<file path="src/toy_cpu_execute_unit_assert.svh">
// assertion macros for the toy cpu execute unit
`ifndef TOY_CPU_EXECUTE_UNIT_ASSERT_SVH
`define TOY_CPU_EXECUTE_UNIT_ASSERT_SVH

// same-cycle implication, checked outside reset
`define TCPU_ASSERT_IMPL(lbl, ante, cons, msg) \
  lbl: assert property (@(posedge clk_i) disable iff (!rst_ni) (ante) |-> (cons)) \
    else $error(msg);

// next-cycle implication, checked outside reset
`define TCPU_ASSERT_NEXT(lbl, ante, cons, msg) \
  lbl: assert property (@(posedge clk_i) disable iff (!rst_ni) (ante) |=> (cons)) \
    else $error(msg);

`endif

</file>
<file path="src/tcpu_pkg.sv">
// shared types, constants and codes of the toy cpu execute unit
`timescale 1ns / 1ps
`default_nettype none
package tcpu_pkg;

  localparam int unsigned MEM_BYTES = 65536;
  localparam int unsigned ADDR_W    = $clog2(MEM_BYTES);
  localparam int unsigned RF_DEPTH  = 32;
  localparam int unsigned RF_AW     = $clog2(RF_DEPTH);
  localparam int unsigned S_TDATA_W = 40;
  localparam int unsigned M_TDATA_W = 40;

  localparam logic [4:0] OP_ADD = 5'd0;
  localparam logic [4:0] OP_SUB = 5'd1;
  localparam logic [4:0] OP_MUL = 5'd2;
  localparam logic [4:0] OP_DIV = 5'd3;
  localparam logic [4:0] OP_AND = 5'd4;
  localparam logic [4:0] OP_OR  = 5'd5;
  localparam logic [4:0] OP_XOR = 5'd6;
  localparam logic [4:0] OP_SHL = 5'd7;
  localparam logic [4:0] OP_LDB = 5'd10;
  localparam logic [4:0] OP_LDW = 5'd11;
  localparam logic [4:0] OP_STB = 5'd12;
  localparam logic [4:0] OP_STW = 5'd13;
  localparam logic [4:0] OP_JMP = 5'd20;
  localparam logic [4:0] OP_JZS = 5'd21;
  localparam logic [4:0] OP_JZC = 5'd22;
  localparam logic [4:0] OP_JCS = 5'd23;
  localparam logic [4:0] OP_JCC = 5'd24;
  localparam logic [4:0] OP_JNS = 5'd25;
  localparam logic [4:0] OP_JNC = 5'd26;
  localparam logic [4:0] OP_IN  = 5'd27;
  localparam logic [4:0] OP_OUT = 5'd28;
  localparam logic [4:0] OP_HLT = 5'd31;

  localparam logic [2:0] ST_RUN  = 3'd0;
  localparam logic [2:0] ST_HALT = 3'd1;
  localparam logic [2:0] ST_DIVZ = 3'd2;
  localparam logic [2:0] ST_BADJ = 3'd3;
  localparam logic [2:0] ST_ILL  = 3'd4;

  typedef enum logic [2:0] {
    KIND_SIMPLE, KIND_DIV, KIND_LOAD, KIND_STB, KIND_STW
  } kind_e;

  typedef enum logic [2:0] {
    MSEL_CLR, MSEL_LOAD, MSEL_FETCH, MSEL_DATA0, MSEL_DATA1
  } msel_e;

  typedef enum logic [1:0] {
    RSEL_CLR, RSEL_S1, RSEL_S2, RSEL_D
  } rsel_e;

  typedef struct packed {
    logic       latch_in;
    logic       clr_step;
    msel_e      mem_sel;
    logic       mem_we;
    logic [1:0] fetch_idx;
    logic       cap_ibyte;
    rsel_e      rf_sel;
    logic       cap_a;
    logic       cap_b;
    logic       cap_d;
    logic       exec;
    logic       div_start;
    logic       wb_div;
    logic       cap_lo;
    logic       cap_hi;
    logic       wb_load;
    logic       out_load;
  } ctrl_cmd_t;

  typedef struct packed {
    logic  stopped;
    kind_e kind;
    logic  clr_last;
    logic  div_done;
    logic  out_free;
  } dp_status_t;

endpackage
`default_nettype wire

</file>
<file path="src/tcpu_ctrl.sv">
// sequencer of the toy cpu execute unit
`timescale 1ns / 1ps
`default_nettype none
module tcpu_ctrl (
  input  wire logic                  clk_i,
  input  wire logic                  rst_ni,
  input  wire logic                  s_tvalid_i,
  input  wire logic                  s_tuser_i,
  input  wire tcpu_pkg::dp_status_t  sts_i,
  output logic                       s_tready_o,
  output tcpu_pkg::ctrl_cmd_t        cmd_o
);

  typedef enum logic [17:0] {
    S_CLR  = 18'h00001,
    S_IDLE = 18'h00002,
    S_LOAD = 18'h00004,
    S_F0   = 18'h00008,
    S_F1   = 18'h00010,
    S_F2   = 18'h00020,
    S_F3   = 18'h00040,
    S_RA   = 18'h00080,
    S_RB   = 18'h00100,
    S_RD   = 18'h00200,
    S_RX   = 18'h00400,
    S_EX   = 18'h00800,
    S_DV   = 18'h01000,
    S_LD1  = 18'h02000,
    S_LD2  = 18'h04000,
    S_LD3  = 18'h08000,
    S_ST2  = 18'h10000,
    S_RESP = 18'h20000
  } state_e;

  state_e state_q, state_d;

  always_comb begin
    state_d          = state_q;
    cmd_o            = '0;
    cmd_o.mem_sel    = tcpu_pkg::MSEL_FETCH;
    cmd_o.rf_sel     = tcpu_pkg::RSEL_D;
    s_tready_o       = 1'b0;
    case (state_q)
      S_CLR: begin
        cmd_o.clr_step = 1'b1;
        cmd_o.mem_sel  = tcpu_pkg::MSEL_CLR;
        cmd_o.mem_we   = 1'b1;
        cmd_o.rf_sel   = tcpu_pkg::RSEL_CLR;
        if (sts_i.clr_last) begin
          state_d = S_IDLE;
        end
      end
      S_IDLE: begin
        s_tready_o = 1'b1;
        if (s_tvalid_i) begin
          cmd_o.latch_in = 1'b1;
          if (!s_tuser_i) begin
            state_d = S_LOAD;
          end else if (sts_i.stopped) begin
            state_d = S_RESP;
          end else begin
            state_d = S_F0;
          end
        end
      end
      S_LOAD: begin
        cmd_o.mem_sel = tcpu_pkg::MSEL_LOAD;
        cmd_o.mem_we  = 1'b1;
        state_d       = S_RESP;
      end
      S_F0: begin
        cmd_o.fetch_idx = 2'd0;
        state_d         = S_F1;
      end
      S_F1: begin
        cmd_o.fetch_idx = 2'd1;
        cmd_o.cap_ibyte = 1'b1;
        state_d         = S_F2;
      end
      S_F2: begin
        cmd_o.fetch_idx = 2'd2;
        cmd_o.cap_ibyte = 1'b1;
        state_d         = S_F3;
      end
      S_F3: begin
        cmd_o.fetch_idx = 2'd3;
        cmd_o.cap_ibyte = 1'b1;
        state_d         = S_RA;
      end
      S_RA: begin
        // last instruction byte lands while the first operand is looked up
        cmd_o.fetch_idx = 2'd0;
        cmd_o.cap_ibyte = 1'b1;
        cmd_o.rf_sel    = tcpu_pkg::RSEL_S1;
        state_d         = S_RB;
      end
      S_RB: begin
        cmd_o.cap_a  = 1'b1;
        cmd_o.rf_sel = tcpu_pkg::RSEL_S2;
        state_d      = S_RD;
      end
      S_RD: begin
        cmd_o.cap_b  = 1'b1;
        cmd_o.rf_sel = tcpu_pkg::RSEL_D;
        state_d      = S_RX;
      end
      S_RX: begin
        cmd_o.cap_d = 1'b1;
        state_d     = S_EX;
      end
      S_EX: begin
        cmd_o.exec    = 1'b1;
        cmd_o.mem_sel = tcpu_pkg::MSEL_DATA0;
        cmd_o.mem_we  = (sts_i.kind == tcpu_pkg::KIND_STB) ||
                        (sts_i.kind == tcpu_pkg::KIND_STW);
        case (sts_i.kind)
          tcpu_pkg::KIND_DIV: begin
            cmd_o.div_start = 1'b1;
            state_d         = S_DV;
          end
          tcpu_pkg::KIND_LOAD: state_d = S_LD1;
          tcpu_pkg::KIND_STW:  state_d = S_ST2;
          default:             state_d = S_RESP;
        endcase
      end
      S_DV: begin
        if (sts_i.div_done) begin
          cmd_o.wb_div = 1'b1;
          state_d      = S_RESP;
        end
      end
      S_LD1: begin
        cmd_o.cap_lo  = 1'b1;
        cmd_o.mem_sel = tcpu_pkg::MSEL_DATA1;
        state_d       = S_LD2;
      end
      S_LD2: begin
        cmd_o.cap_hi = 1'b1;
        state_d      = S_LD3;
      end
      S_LD3: begin
        cmd_o.wb_load = 1'b1;
        state_d       = S_RESP;
      end
      S_ST2: begin
        cmd_o.mem_sel = tcpu_pkg::MSEL_DATA1;
        cmd_o.mem_we  = 1'b1;
        state_d       = S_RESP;
      end
      S_RESP: begin
        if (sts_i.out_free) begin
          cmd_o.out_load = 1'b1;
          state_d        = S_IDLE;
        end
      end
      default: state_d = S_CLR;
    endcase
  end

  always_ff @(posedge clk_i or negedge rst_ni) begin
    if (!rst_ni) begin
      state_q <= S_CLR;
    end else begin
      state_q <= state_d;
    end
  end

endmodule
`default_nettype wire

</file>
<file path="config.mk">
export PLATFORM = sky130hd
export DESIGN_NAME = tcpu_ctrl
export DESIGN_NICKNAME = d
export VERILOG_FILES = /design/src/toy_cpu_execute_unit_assert.svh /design/src/tcpu_pkg.sv /design/src/tcpu_ctrl.sv
export SDC_FILE = /design/constraint.sdc
export NUM_CORES = 1
export LEC_CHECK = 0
export BUFFER_PORTS_ARGS = -buffer_cell sky130_fd_sc_hd__buf_2
export CAP_MARGIN = 10
export CORE_MARGIN = 2
export CORE_UTILIZATION = 40
export DETAILED_ROUTE_END_ITERATION = 10
export PLACE_DENSITY = 0.63
export SETUP_SLACK_MARGIN = 0.02
export SLEW_MARGIN = 10
export SYNTH_ARGS = -nofsm -noshare
export SYNTH_HDL_FRONTEND = slang
export SYNTH_SLANG_ARGS = --single-unit
export TNS_END_PERCENT = 10
</file>
<file path="constraint.sdc">
create_clock -name clk_i -period 3.3 [get_ports clk_i]
set_input_delay 0.33 -clock clk_i [delete_from_list [all_inputs] [get_ports clk_i]]
set_output_delay 0.33 -clock clk_i [all_outputs]
set_load 0.05 [all_outputs]
</file>
==> results of run 1 <==
## worst min path at each step
stage | slack (ns) | cells past startpoint | endpoint | start
global placement | 0.29 | 1 | state_q[13] | rst_ni
global route | 0.18 | 2 | state_q[3] | sts_i[6]
finish | 0.19 | 2 | state_q[2] | s_tuser_i
floorplan | 0.03 | 0 | state_q[10] | rst_ni
detailed placement | 0.29 | 1 | state_q[13] | rst_ni
CTS | 0.18 | 2 | state_q[3] | sts_i[6]
## cell type report
cell class / instances / area, um2
flip-flops and latches: 18 / 452
fillers: 278 / 1350
multi-input cells: 109 / 716
inverters: 4 / 15.0
well taps: 31 / 38.8
repair buffers: 34 / 178
clock buffers: 4 / 36.3
## per-stage QoR
stage / cell area [um2] / power, W / worst slack, ns / util, % / hold slack [ns]
2_1_floorplan: 1190 / 0.000645 / 0.334 / - / 0.0344
3_3_place_gp: 1390 / 0.000766 / 0.793 / 49.9 / 0.286
3_5_place_dp: 1390 / 0.000769 / 0.769 / 49.9 / 0.292
4_1_cts: 1440 / 0.000918 / 0.416 / 51.6 / 0.180
5_1_grt: 1440 / 0.000968 / 0.256 / 51.6 / 0.178
6_report: 1440 / 0.000910 / 0.421 / 51.6 / 0.188
## worst max-delay path, stage by stage (launching register included)
cell and delay, ns:
sky130_fd_sc_hd__dfrtp_1 0.46, sky130_fd_sc_hd__nor4_4 0.49, sky130_fd_sc_hd__nand4_4 0.19, sky130_fd_sc_hd__or3_1 0.37, sky130_fd_sc_hd__or3b_4 0.39, sky130_fd_sc_hd__o21ai_1 0.08, sky130_fd_sc_hd__buf_2 0.27
## kinds of logic after synthesis
kind of cell	count (synthesis)	share of synthesized area, %
compound gates	16	8.43
mux	1	0.948
buf+inv	5	1.69
flops	18	38.0
xor+xnor	5	3.69
simple gates	87	47.2
## power groups by stage
stage | combinational, W | clock [W] | sequential, W
global placement | 0.000500 | 0 | 0.000266
detailed placement | 0.000501 | 0 | 0.000269
CTS | 0.000505 | 0.000148 | 0.000265
finish | 0.000504 | 0.000141 | 0.000266
floorplan | 0.000385 | 0 | 0.000260
global route | 0.000542 | 0.000158 | 0.000268
## placed cells by master (no fill, tap or decap), drive strengths merged, types with 2 or more instances in the layout
cell type	netlist	final
nor4	6	6
dfrtp	17	17
o21ai	6	6
nand2	5	5
nand2b	7	7
nor2b	5	5
and3	3	3
a31oi	2	2
inv	4	4
and2	2	2
nor3b	8	8
and4b	2	2
clkbuf	0	4
nand4	6	6
nor3	10	10
nor2	23	23
buf	1	33
xnor2	4	4
a21oi	2	2
and4	2	2
nand3b	4	4
or3	2	2
## layer usage
layer  share of wire (%)  GRT usage, %  vias to the layer above
met5                   0             0                        -
met4                 1.5          4.65                        0
met3                 3.4          3.52                        6
met2                  47          28.6                       32
met1                  48          26.8                      533
li1                    -             -                      554
## timing repair
| action | CTS | global route |
|---|---|---|
| hold buffers | 1 | 0 |
| hold endpoints to repair | 17 | 0 |
| buffers inserted | 0 | 0 |
==> PnR_summary.wiki, run 1 <==
{| class="wikitable"
! Metric !! Value
|-
| Arrival time worst endpoint || between 2 and 3 ns
|-
| Syn avg cell area || between 8 and 9 um2
|-
| Clock Latency Late Sink || 0.30 ns
|-
| Share of total power consumed by net switching || about half
|-
| Cells after DPL || between 150 and 200
|-
| Synthesis-to-finish area growth || 20.9%
|-
| Source of the critical timing path || state_q[8]
|-
| Min-delay worst type || primary input to flop
|-
| Quantity of I/O buffers inserted on ports || 32
|-
| Final count of negative-setup-slack endpoints || 0
|-
| Library cell with the highest instance count after synthesis || sky130_fd_sc_hd__nor2_1
|-
| Synthesized Nets || roughly 140
|-
| Clk buf depth || 2
|-
| Antenna Cells || 0
|-
| Total Negative Setup Slacks || 0 ns
|-
| Vias after detailed routing || between 1000 and 1500
|-
| Overflow left after global routing || 0
|-
| Worst setup slack for register-to-register paths || ~1.2 ns
|-
| Post-synthesis sequential area ratio || a little under two fifths
|-
| Relative slew margins || between 60% and 70%
|-
| Required time of the critical path || between 2 and 3 ns
|-
| Total power density per cell area || around 630 nW/um2
|-
| Number of nets with antenna violations after routing || 0
|-
| All-layer global routing usage || a little under a fifth
|-
| Commonest cells in the synthesized netlist || 23 x sky130_fd_sc_hd__nor2_1, 17 x sky130_fd_sc_hd__dfrtp_1, 10 x sky130_fd_sc_hd__nor3_1
|-
| Placer's final routability congestion estimate || 0.890
|-
| Count of warnings emitted by yosys || 0
|-
| Asr flop ratio synth || 100%
|-
| Part of the power in the clock network || ~16%
|-
| Status || finished clean
|-
| Number of global-route vias before repair || about 1100
|-
| Cell count after synthesis || 132
|-
| Count of state elements after synthesis || 18
|-
| Final Cycle Share || between 80% and 90%
|-
| Time the worst path needs with I/O delays and setup || roughly 2.9 ns
|-
| End of the worst register-to-register path || state_q[17]
|-
| Nature of the critical path startpoint || flop
|-
| Post-route DRC violation count || 0
|-
| Start of the worst register-to-register path || state_q[5]
|-
| Number of DRC markers in iteration 0 || 56
|-
| Clk slew on worst S/H paths || approximately 0.11 ns
|-
| Routed wire length || 2.90 mm
|-
| Pin count of the biggest net entering global routing || 19
|-
| Initial core utilization || between 40% and 50%
|-
| Number of search-and-repair iterations in the first detailed-routing pass || 4
|-
| Biggest area contributors in the synthesized netlist || sky130_fd_sc_hd__dfrtp_1 36%, sky130_fd_sc_hd__nor2_1 7.3%, sky130_fd_sc_hd__nor4_4 5.4%, sky130_fd_sc_hd__nor3b_1 5.1%, sky130_fd_sc_hd__nor3_1 4.2%
|-
| Clock root cell || sky130_fd_sc_hd__clkbuf_4
|-
| Kind of capture point of the worst setup path || output port
|-
| Worst-case vdd ir drop || around 0.31 mV
|-
| Flip-flop count of the largest register after layout || 18
|-
| DIE WIDTH || between 50 and 60 um
|-
| CTS tree || done
|-
| Die Outline Area || ~3400 um2
|-
| Synth unique cells || 37
|-
| Worst Path Class, Setup || flop to output port
|-
| Number of flops mapped to enable cells by yosys || 0
|-
| Vias/cell || 5.63
|-
| Largest register by flop count || state_q
|-
| Number of slew-limit violations in the final report || 0
|-
| Largest area contributor in the synthesized netlist || sky130_fd_sc_hd__dfrtp_1
|-
| Worst clock skew || roughly 0.0074 ns
|-
| Setup repair after global routing missed its margin || false
|-
| Most common flop cell mapped by yosys || sky130_fd_sc_hd__dfrtp_1
|-
| Top Ports || 33
|-
| Cell Int Power || 0.000443 W
|-
| HPWL after DPL || around 2.2 mm
|-
| Leakage Power || ~0.71 nW
|-
| Critical path destination || cmd_o[13]
|-
| Wire length of the first global-routing pass || between 4 and 5 mm
|-
| Antenna violations before repair || 0
|-
| Area share of the leading cell type in the synthesized netlist || a little over a third
|-
| Row count || 19
|-
| Max-cap check violation count || 0
|-
| Number of gates given a new drive strength after cts || 0
|-
| Worst-Margin Slew || between 0.5 and 0.6 ns
|-
| Sw power || ~0.00047 W
|-
| Average routed wire per standard cell || between 10 and 15 um
|-
| Critical path fanouts, max || 6
|-
| Vertical extent of the die || ~58 um
|-
| Sink Count || 18
|-
| Layout Cells excl Fill || 200
|-
| Max Fclk || 347 MHz
|-
| H-tree level count || 1
|-
| Final-report hold violation count || 0
|-
| Combinational Power Share || between 50% and 60%
|-
| Count of nets after finishing || 181
|-
| Core box area || around 2800 um2
|-
| Biggest regs || state_q (18)
|-
| Number of cells on the worst reg-to-reg path || 5
|-
| TritonCTS Buffers || 3
|-
| Fraction of layout instances using a drive strength above 1 || 27.2%
|-
| Sequential fraction of design power || 29.2%
|-
| Post-synthesis instance area || 1190 um2
|}
Power figures use the tool's default switching activity.
==> run 2, diff against run 1 <==
--- a/config.mk
+++ b/config.mk
@@ -12,2 +12,3 @@
 export DETAILED_ROUTE_END_ITERATION = 10
+export GPL_TIMING_DRIVEN = 0
 export PLACE_DENSITY = 0.63
==> constraint.sdc (replaced) <==
create_clock -name clk_i -period 3.3 [get_ports clk_i]
set_input_delay 0 -clock clk_i [delete_from_list [all_inputs] [get_ports clk_i]]
set_output_delay 0 -clock clk_i [all_outputs]
set_load 0.05 [all_outputs]
==> run 2 against run 1 <==
Compared with the run above: utilization grew 2.8 points; highest routed layer unchanged; clock power about the same; via count up 0.71%; cell count up 4.0%; largest power group unchanged; fmax grew 8.1%; first-iteration DRC count is 54% lower; global-route usage up 0.14 points; sequential cell count did not move; cell area increased by 5.4%; sequential power hardly changed.
==> PnR_summary.wiki, run 2 (synthesis gave the netlist of run 1 again) <==
{| class="wikitable"
! Metric !! Value
|-
| Worst setup slack for register-to-register paths || between 0.6 and 0.7 ns
|-
| Final Instance Area || around 1500 um2
|-
| Required time of the critical path || about 3.6 ns
|-
| Max-cap check violation count || 0
|-
| Cell Int Power || 0.000440 W
|-
| CTS tree || done
|-
| Wire length of the first global-routing pass || around 4.8 mm
|-
| Number of DRC markers in iteration 0 || 26
|-
| Count of nets after finishing || roughly 190
|-
| Fraction of layout instances using a drive strength above 1 || between 20% and 30%
|-
| Crit path buffers/inverters || 2
|-
| Met1 Use GR || between 20% and 30%
|-
| Quantity of I/O buffers inserted on ports || 32
|-
| Row count || 19
|-
| Max Fclk || around 380 MHz
|-
| Synthesis-to-finish area growth || 27.4%
|-
| Die Outline Area || between 3000 and 4000 um2
|-
| Number of slew-limit violations in the final report || 0
|-
| Worst-Margin Slew || around 0.53 ns
|-
| Worst-case vdd ir drop || 0.344 mV
|-
| Number of global-route vias before repair || about 1000
|-
| Total Negative Setup Slacks || 0 ns
|-
| Cells after DPL || around 200
|-
| Vertical extent of the die || between 50 and 60 um
|-
| Final count of negative-setup-slack endpoints || 0
|-
| End of the worst register-to-register path || state_q[16]
|-
| DIE WIDTH || 58.5 um
|-
| Vias after detailed routing || 1133
|-
| Clk slew on worst S/H paths || 0.11 ns
|-
| Final Cycle Share || about four fifths
|-
| Biggest regs || state_q (18)
|-
| Antenna Cells || 0
|-
| Highest-count cells in the layout ignoring fill and taps || 33 x sky130_fd_sc_hd__buf_2, 23 x sky130_fd_sc_hd__nor2_1, 17 x sky130_fd_sc_hd__dfrtp_1, 10 x sky130_fd_sc_hd__nor3_1, 9 x sky130_fd_sc_hd__dlygate4sd3_1
|-
| Vias/cell || between 5 and 6
|-
| Clock root cell || sky130_fd_sc_hd__clkbuf_4
|-
| Average routed wire per standard cell || ~14 um
|-
| Arrival time worst endpoint || 2.91 ns
|-
| Final-report hold violation count || 0
|-
| Largest delay contributor family on the critical path || simple AND/OR/NAND/NOR gates
|-
| Number of gates given a new drive strength after cts || 0
|-
| Kind of capture point of the worst setup path || flop
|-
| Time the worst path needs with I/O delays and setup || approximately 2.7 ns
|-
| Min-delay worst type || primary input to flop
|-
| Fraction of met3 tracks used by global routing || ~2.6%
|-
| Top Ports || 33
|-
| Sw power || between 0.0004 and 0.0005 W
|-
| Relative slew margins || between 60% and 70%
|-
| Power after layout || about 0.00091 W
|-
| Setup repair after global routing missed its margin || false
|-
| Overflow left after global routing || 0
|-
| Flip-flop count of the largest register after layout || 18
|-
| Number of cells on the worst reg-to-reg path || 6
|-
| Post-route DRC violation count || 0
|-
| TritonCTS Buffers || 3
|-
| Core box area || 2780 um2
|-
| Number of search-and-repair iterations in the first detailed-routing pass || 5
|-
| Leakage Power || 0.750 nW
|-
| Cells traversed along the worst timing path || nor4_2 > nand4_1 > inv_1 > nand3_1 > nor3_1 > dlygate4sd3_1
|-
| Clock Latency Late Sink || approximately 0.30 ns
|-
| HPWL after DPL || roughly 2.2 mm
|-
| Initial core utilization || ~43%
|-
| Commonest non-fill, non-tap cell in the layout || sky130_fd_sc_hd__buf_2
|-
| Largest stage delay on the critical path || between 0.5 and 0.6 ns
|-
| Routed wire length || between 2 and 3 mm
|-
| Endpoint of the worst hold-timing path || state_q[13]
|-
| Number of nets with antenna violations after routing || 0
|-
| Clk buf depth || 2
|-
| Worst path setup slack after routing || between 0.6 and 0.7 ns
|-
| Placer's final routability congestion estimate || 0.785
|-
| Share of total power consumed by net switching || a little over 50%
|-
| All-layer global routing usage || a little under a fifth
|-
| Start of the worst register-to-register path || state_q[5]
|-
| Critical path fanouts, max || 7
|-
| Total power density per cell area || around 600 nW/um2
|-
| Highest-delay cell along the critical path || sky130_fd_sc_hd__dlygate4sd3_1
|-
| Worst clock skew || approximately 0.00061 ns
|-
| Status || finished clean
|-
| Most Used Layer, Global Route || met2
|-
| Post-placement setup slack || roughly 1 ns
|-
| Combinational Power Share || a little under three fifths
|-
| Sequential fraction of design power || ~29%
|-
| Largest register by flop count || state_q
|-
| Worst Path Class, Setup || flop to flop
|-
| Worst min-delay path startpoint || sts_i[5]
|-
| Antenna violations before repair || 0
|-
| Sink Count || 18
|-
| H-tree level count || 1
|-
| Met2 GRT Util || 31.0%
|-
| Number of cells on the worst hold path || 3
|-
| Total placed instance area || approximately 1400 um2
|-
| Part of the power in the clock network || approximately 16%
|-
| Layout Cells excl Fill || about 210
|-
| Nature of the critical path startpoint || flop
|-
| Pin count of the biggest net entering global routing || 19
|}
## run 2: power groups by stage
stage               Sequential, W  Combinational (W)  Clock [W]
global placement         0.000265           0.000485          0
global route             0.000265           0.000543   0.000155
finish                   0.000263           0.000501   0.000142
detailed placement       0.000265           0.000495          0
floorplan                0.000260           0.000385          0
CTS                      0.000262           0.000504   0.000144
## run 2: timing repair
action,4_1_cts,5_1_grt
endpoints found under the hold margin,24,0
buffers inserted,0,0
setup endpoints to repair,0,0
hold buffers,9,0
## run 2: final cells by class
type | count | area [um2]
Fill cell | 276 | 1270
Inverter | 4 | 15.0
Timing Repair Buffer | 41 | 250
Clock buffer | 4 | 36.3
Buffer | 1 | 5.00
Sequential cell | 18 | 452
Multi-Input combinational cell | 109 | 716
Tap cell | 31 | 38.8
## run 2: per-layer routing
metal  vias up  wire length (um)
met5         -                 0
met1       530              1340
li1        571                 -
met2        28              1450
met4         0                31
met3         4               120
## run 2: how the worst max path moves through the flow
stage               slack [ns]          end  depth (start not counted)        start
floorplan                 0.66    cmd_o[15]                          5  state_q[12]
global placement          1.06    cmd_o[15]                          6   state_q[5]
detailed placement        1.02    cmd_o[15]                          6   state_q[5]
CTS                       0.64  state_q[16]                          6   state_q[5]
global route              0.39    cmd_o[15]                          6   state_q[5]
finish                    0.64  state_q[16]                          6   state_q[5]
## run 2: metrics by stage
step | hold slack (ns) | utilization (%)
global route | 0.0496 | 54.4
floorplan | -0.296 | -
CTS | 0.0341 | 54.4
finish | 0.0331 | 54.4
global placement | -0.0420 | 49.8
detailed placement | -0.0329 | 49.8
## run 2: tightest hold or removal path, cell delays in order
cell and delay, ns:
sky130_fd_sc_hd__buf_2 0.12, sky130_fd_sc_hd__nor2b_1 0.06, sky130_fd_sc_hd__nor3b_1 0.13
==> run 3, diff against run 2 <==
- ABC_AREA: default -> 1
- PLACE_DENSITY: 0.63 -> 0.64
- clock period: 3.3 -> 2.4 ns (I/O delays scaled with it)
==> run 3 against run 2 <==
Compared with the run above: sequential power increased by 35%; clock-buffer cell count unchanged; global-route usage decreased by 1.6 points; wire length decreased by 3.7%; critical path depth increased by 4; combinational power increased by 59%.
==> PnR_summary.wiki, run 3 <==
{| class="wikitable"
! Metric !! Value
|-
| Status || finished clean
|-
| Worst setup slack for register-to-register paths || between 0.8 and 0.9 ns
|-
| Clock Latency Late Sink || about 0.28 ns
|-
| Largest delay contributor family on the critical path || simple AND/OR/NAND/NOR gates
|-
| Cells after DPL || roughly 280
|-
| Time the worst path needs with I/O delays and setup || 2.02 ns
|-
| Worst clock skew || roughly 0.0030 ns
|-
| Final Instance Area || between 1500 and 2000 um2
|-
| Number of search-and-repair iterations in the first detailed-routing pass || 4
|-
| Layout Cells excl Fill || 287
|-
| Count of state elements after synthesis || 18
|-
| Count of nets after finishing || between 200 and 300
|-
| Max Fclk || between 400 and 500 MHz
|-
| Critical path destination || cmd_o[15]
|-
| Largest area contributor in the synthesized netlist || sky130_fd_sc_hd__dfrtp_1
|-
| Total power density per cell area || slightly above 800 nW/um2
|-
| Number of global-route vias before repair || approximately 1200
|-
| Adder-cell area share of the yosys netlist || 0%
|-
| Combinational family with the most area after synthesis || simple AND/OR/NAND/NOR gates
|-
| Worst-case vdd ir drop || roughly 0.39 mV
|-
| Most common flop cell mapped by yosys || sky130_fd_sc_hd__dfrtp_1
|-
| All-layer global routing usage || roughly 17%
|-
| Final Cycle Share || a little over four fifths
|-
| Vias/cell || 4.52
|-
| Syn avg cell area || approximately 6.6 um2
|-
| Area fraction in compound gates after synthesis || under 10%
|-
| Quantity of I/O buffers inserted on ports || 32
|-
| Largest stage delay on the critical path || 0.42 ns
|-
| Source of the critical timing path || state_q[3]
|-
| Combinational Power Share || slightly below 60%
|-
| Max-cap check violation count || 0
|-
| Part of the power in the clock network || 13.7%
|-
| Sw power || approximately 0.00069 W
|-
| Flip-flop count of the largest register after layout || 18
|-
| Library cell with the highest instance count after synthesis || sky130_fd_sc_hd__inv_1
|-
| Crit path buffers/inverters || 2
|-
| Number of cells on the worst hold path || 3
|-
| Leakage Power || roughly 1.1 nW
|-
| Area share of xor/xnor cells in the synthesized design || 0%
|-
| Antenna Cells || 0
|-
| End of the worst register-to-register path || state_q[17]
|-
| Clk slew on worst S/H paths || about 0.1 ns
|-
| Nature of the critical path startpoint || flop
|-
| Highest-count cells in the layout ignoring fill and taps || 40 x sky130_fd_sc_hd__inv_1, 39 x sky130_fd_sc_hd__nand2_1, 36 x sky130_fd_sc_hd__nor2_1, 32 x sky130_fd_sc_hd__buf_2
|-
| Sequential fraction of design power || 26.6%
|-
| Cell count after synthesis || 200
|-
| Average routed wire per standard cell || 9.87 um
|-
| Clk buf depth || 2
|-
| Wire length of the first global-routing pass || approximately 4.8 mm
|-
| Pin count of the biggest net entering global routing || 19
|-
| Asr flop ratio synth || between 90% and 100%
|-
| Antenna violations before repair || 0
|-
| Post-synthesis instance area || approximately 1300 um2
|-
| Min-delay worst type || primary input to flop
|-
| CTS tree || done
|-
| HPWL after DPL || around 2.3 mm
|-
| Number of nets with antenna violations after routing || 0
|-
| Vertical extent of the die || slightly above 60 um
|-
| Post-route DRC violation count || 0
|-
| WP depth || 10
|-
| Cells traversed along the worst timing path || nor2_2 > nand2_2 > nor2_4 > nand2_2 > inv_2 > nand2_4 > nor2_2 > a21oi_1 > nand4_1 > buf_2
|-
| Start of the worst register-to-register path || state_q[17]
|-
| Number of slew-limit violations in the final report || 0
|-
| Biggest area contributors in the synthesized netlist || sky130_fd_sc_hd__dfrtp_1 32%, sky130_fd_sc_hd__inv_1 11%, sky130_fd_sc_hd__nand2_1 11%, sky130_fd_sc_hd__nor2_1 10%, sky130_fd_sc_hd__nand3_1 6.5%
|-
| Area share of the leading cell type in the synthesized netlist || between 30 and 40%
|-
| Number of flops mapped to enable cells by yosys || 0
|-
| Number of cells on the worst reg-to-reg path || 10
|-
| Critical path fanouts, max || 7
|-
| Post-synthesis sequential area ratio || 34.3%
|-
| Vias after detailed routing || 1297
|-
| Commonest non-fill, non-tap cell in the layout || sky130_fd_sc_hd__inv_1
|-
| Clock root cell || sky130_fd_sc_hd__clkbuf_4
|-
| Synthesis-to-finish area growth || 24.4%
|-
| Utilization after layout || between 50 and 60%
|-
| Sink Count || 18
|-
| TritonCTS Buffers || 3
|-
| Number of DRC markers in iteration 0 || 48
|-
| Commonest cells in the synthesized netlist || 40 x sky130_fd_sc_hd__inv_1, 39 x sky130_fd_sc_hd__nand2_1, 36 x sky130_fd_sc_hd__nor2_1
|-
| Overflow left after global routing || 0
|-
| Worst-Margin Slew || 0.406 ns
|-
| Final count of negative-setup-slack endpoints || 0
|-
| Setup Buffers After CTS || 0
|-
| DIE WIDTH || between 60 and 70 um
|-
| Arrival time worst endpoint || 2.02 ns
|-
| Cell Int Power || approximately 0.00064 W
|-
| Fraction of the mapped netlist area in simple logic gates || 49.5%
|-
| Core box area || between 3000 and 4000 um2
|-
| Biggest regs || state_q (18)
|-
| Top Ports || 33
|-
| Synth unique cells || 19
|-
| Worst Path Class, Setup || flop to output port
|-
| Fraction of layout instances using a drive strength above 1 || roughly 28%
|-
| Routed wire length || 2.83 mm
|-
| Largest register by flop count || state_q
|-
| Multiplexer fraction of the synthesized cell area || 0%
|-
| Worst hold slack || roughly 0.017 ns
|-
| Kind of capture point of the worst setup path || output port
|-
| Count of warnings emitted by yosys || 0
|-
| Setup repair after global routing missed its margin || false
|-
| Synthesized Nets || around 210
|-
| Total placed instance area || 1530 um2
|-
| Hold_buf cts || 7
|-
| Die Outline Area || around 3800 um2
|-
| Placer's final routability congestion estimate || 0.804
|-
| Total Negative Setup Slacks || 0 ns
|-
| H-tree level count || 1
|-
| Share of total power consumed by net switching || a little over half
|-
| Row count || 20
|-
| Initial core utilization || between 40% and 50%
|-
| Relative slew margins || approximately 73%
|-
| Highest-delay cell along the critical path || sky130_fd_sc_hd__dfrtp_1
|-
| Number of gates given a new drive strength after cts || 0
|-
| Required time of the critical path || between 2 and 2.5 ns
|-
| Final-report hold violation count || 0
|}
## run 3: changes by cell type after synthesis, sizes merged, moves of 3 or more
cell | before | now
and3 | 3 | 0
nand2b | 7 | 0
nor2 | 23 | 51
nor2b | 5 | 0
nor4 | 6 | 1
nand2 | 5 | 46
nand3b | 4 | 0
nand3 | 1 | 18
inv | 4 | 49
nor3b | 8 | 0
nor3 | 10 | 7
xnor2 | 4 | 0
## run 3: through the flow
stage                     power (W)  worst slack (ns)
final                       0.00133             0.381
after global routing        0.00143             0.228
after CTS                   0.00134             0.382
after detailed placement    0.00115             0.723
after global placement      0.00115             0.715
after floorplan            0.000999             0.174
## run 3: routing by layer
layer	wire, um	global-route usage (%)	vias to the layer above
met5	0	0	-
met4	21	5.47	0
met3	143	1.26	2
met1	1360	22.9	575
li1	-	-	687
met2	1310	29.3	33
## run 3: worst register-to-register path, delay by kind of cell, from the launching register on
family | cells | cell delay [ns]
AND/OR/NAND/NOR | 9 | 0.95
flip-flops | 1 | 0.43
buffers and inverters | 1 | 0.12
## run 3: area by class of cell
type                    instances  area, um2
well taps                      44       55.1
repair buffers                 39        230
fillers                       344       1460
inverters                      49        184
clock buffers                   4       36.3
flip-flops and latches         18        452
multi-input cells             133        682
## run 3: how the worst min path moves through the flow
stage	startpoint	slack (ns)	to
6_report	sts_i[5]	0.02	state_q[16]
5_1_grt	sts_i[5]	0.01	state_q[16]
4_1_cts	sts_i[3]	0.01	state_q[13]
3_5_place_dp	rst_ni	-0.05	state_q[6]
3_3_place_gp	rst_ni	-0.04	state_q[7]
2_1_floorplan	rst_ni	-0.30	state_q[10]
## run 3: cells by family after synthesis
group | after synthesis
DFF | 18
and+or+nand+nor | 127
AOI/OAI and AO/OA | 6
buffers and inverters | 49
## run 3: power by group through the flow
stage / Combinational, W / Sequential, W / Clock, W
floorplan: 0.000644 / 0.000355 / 0
global placement: 0.000787 / 0.000360 / 0
detailed placement: 0.000790 / 0.000359 / 0
CTS: 0.000800 / 0.000354 / 0.000189
global route: 0.000872 / 0.000358 / 0.000204
finish: 0.000795 / 0.000354 / 0.000182
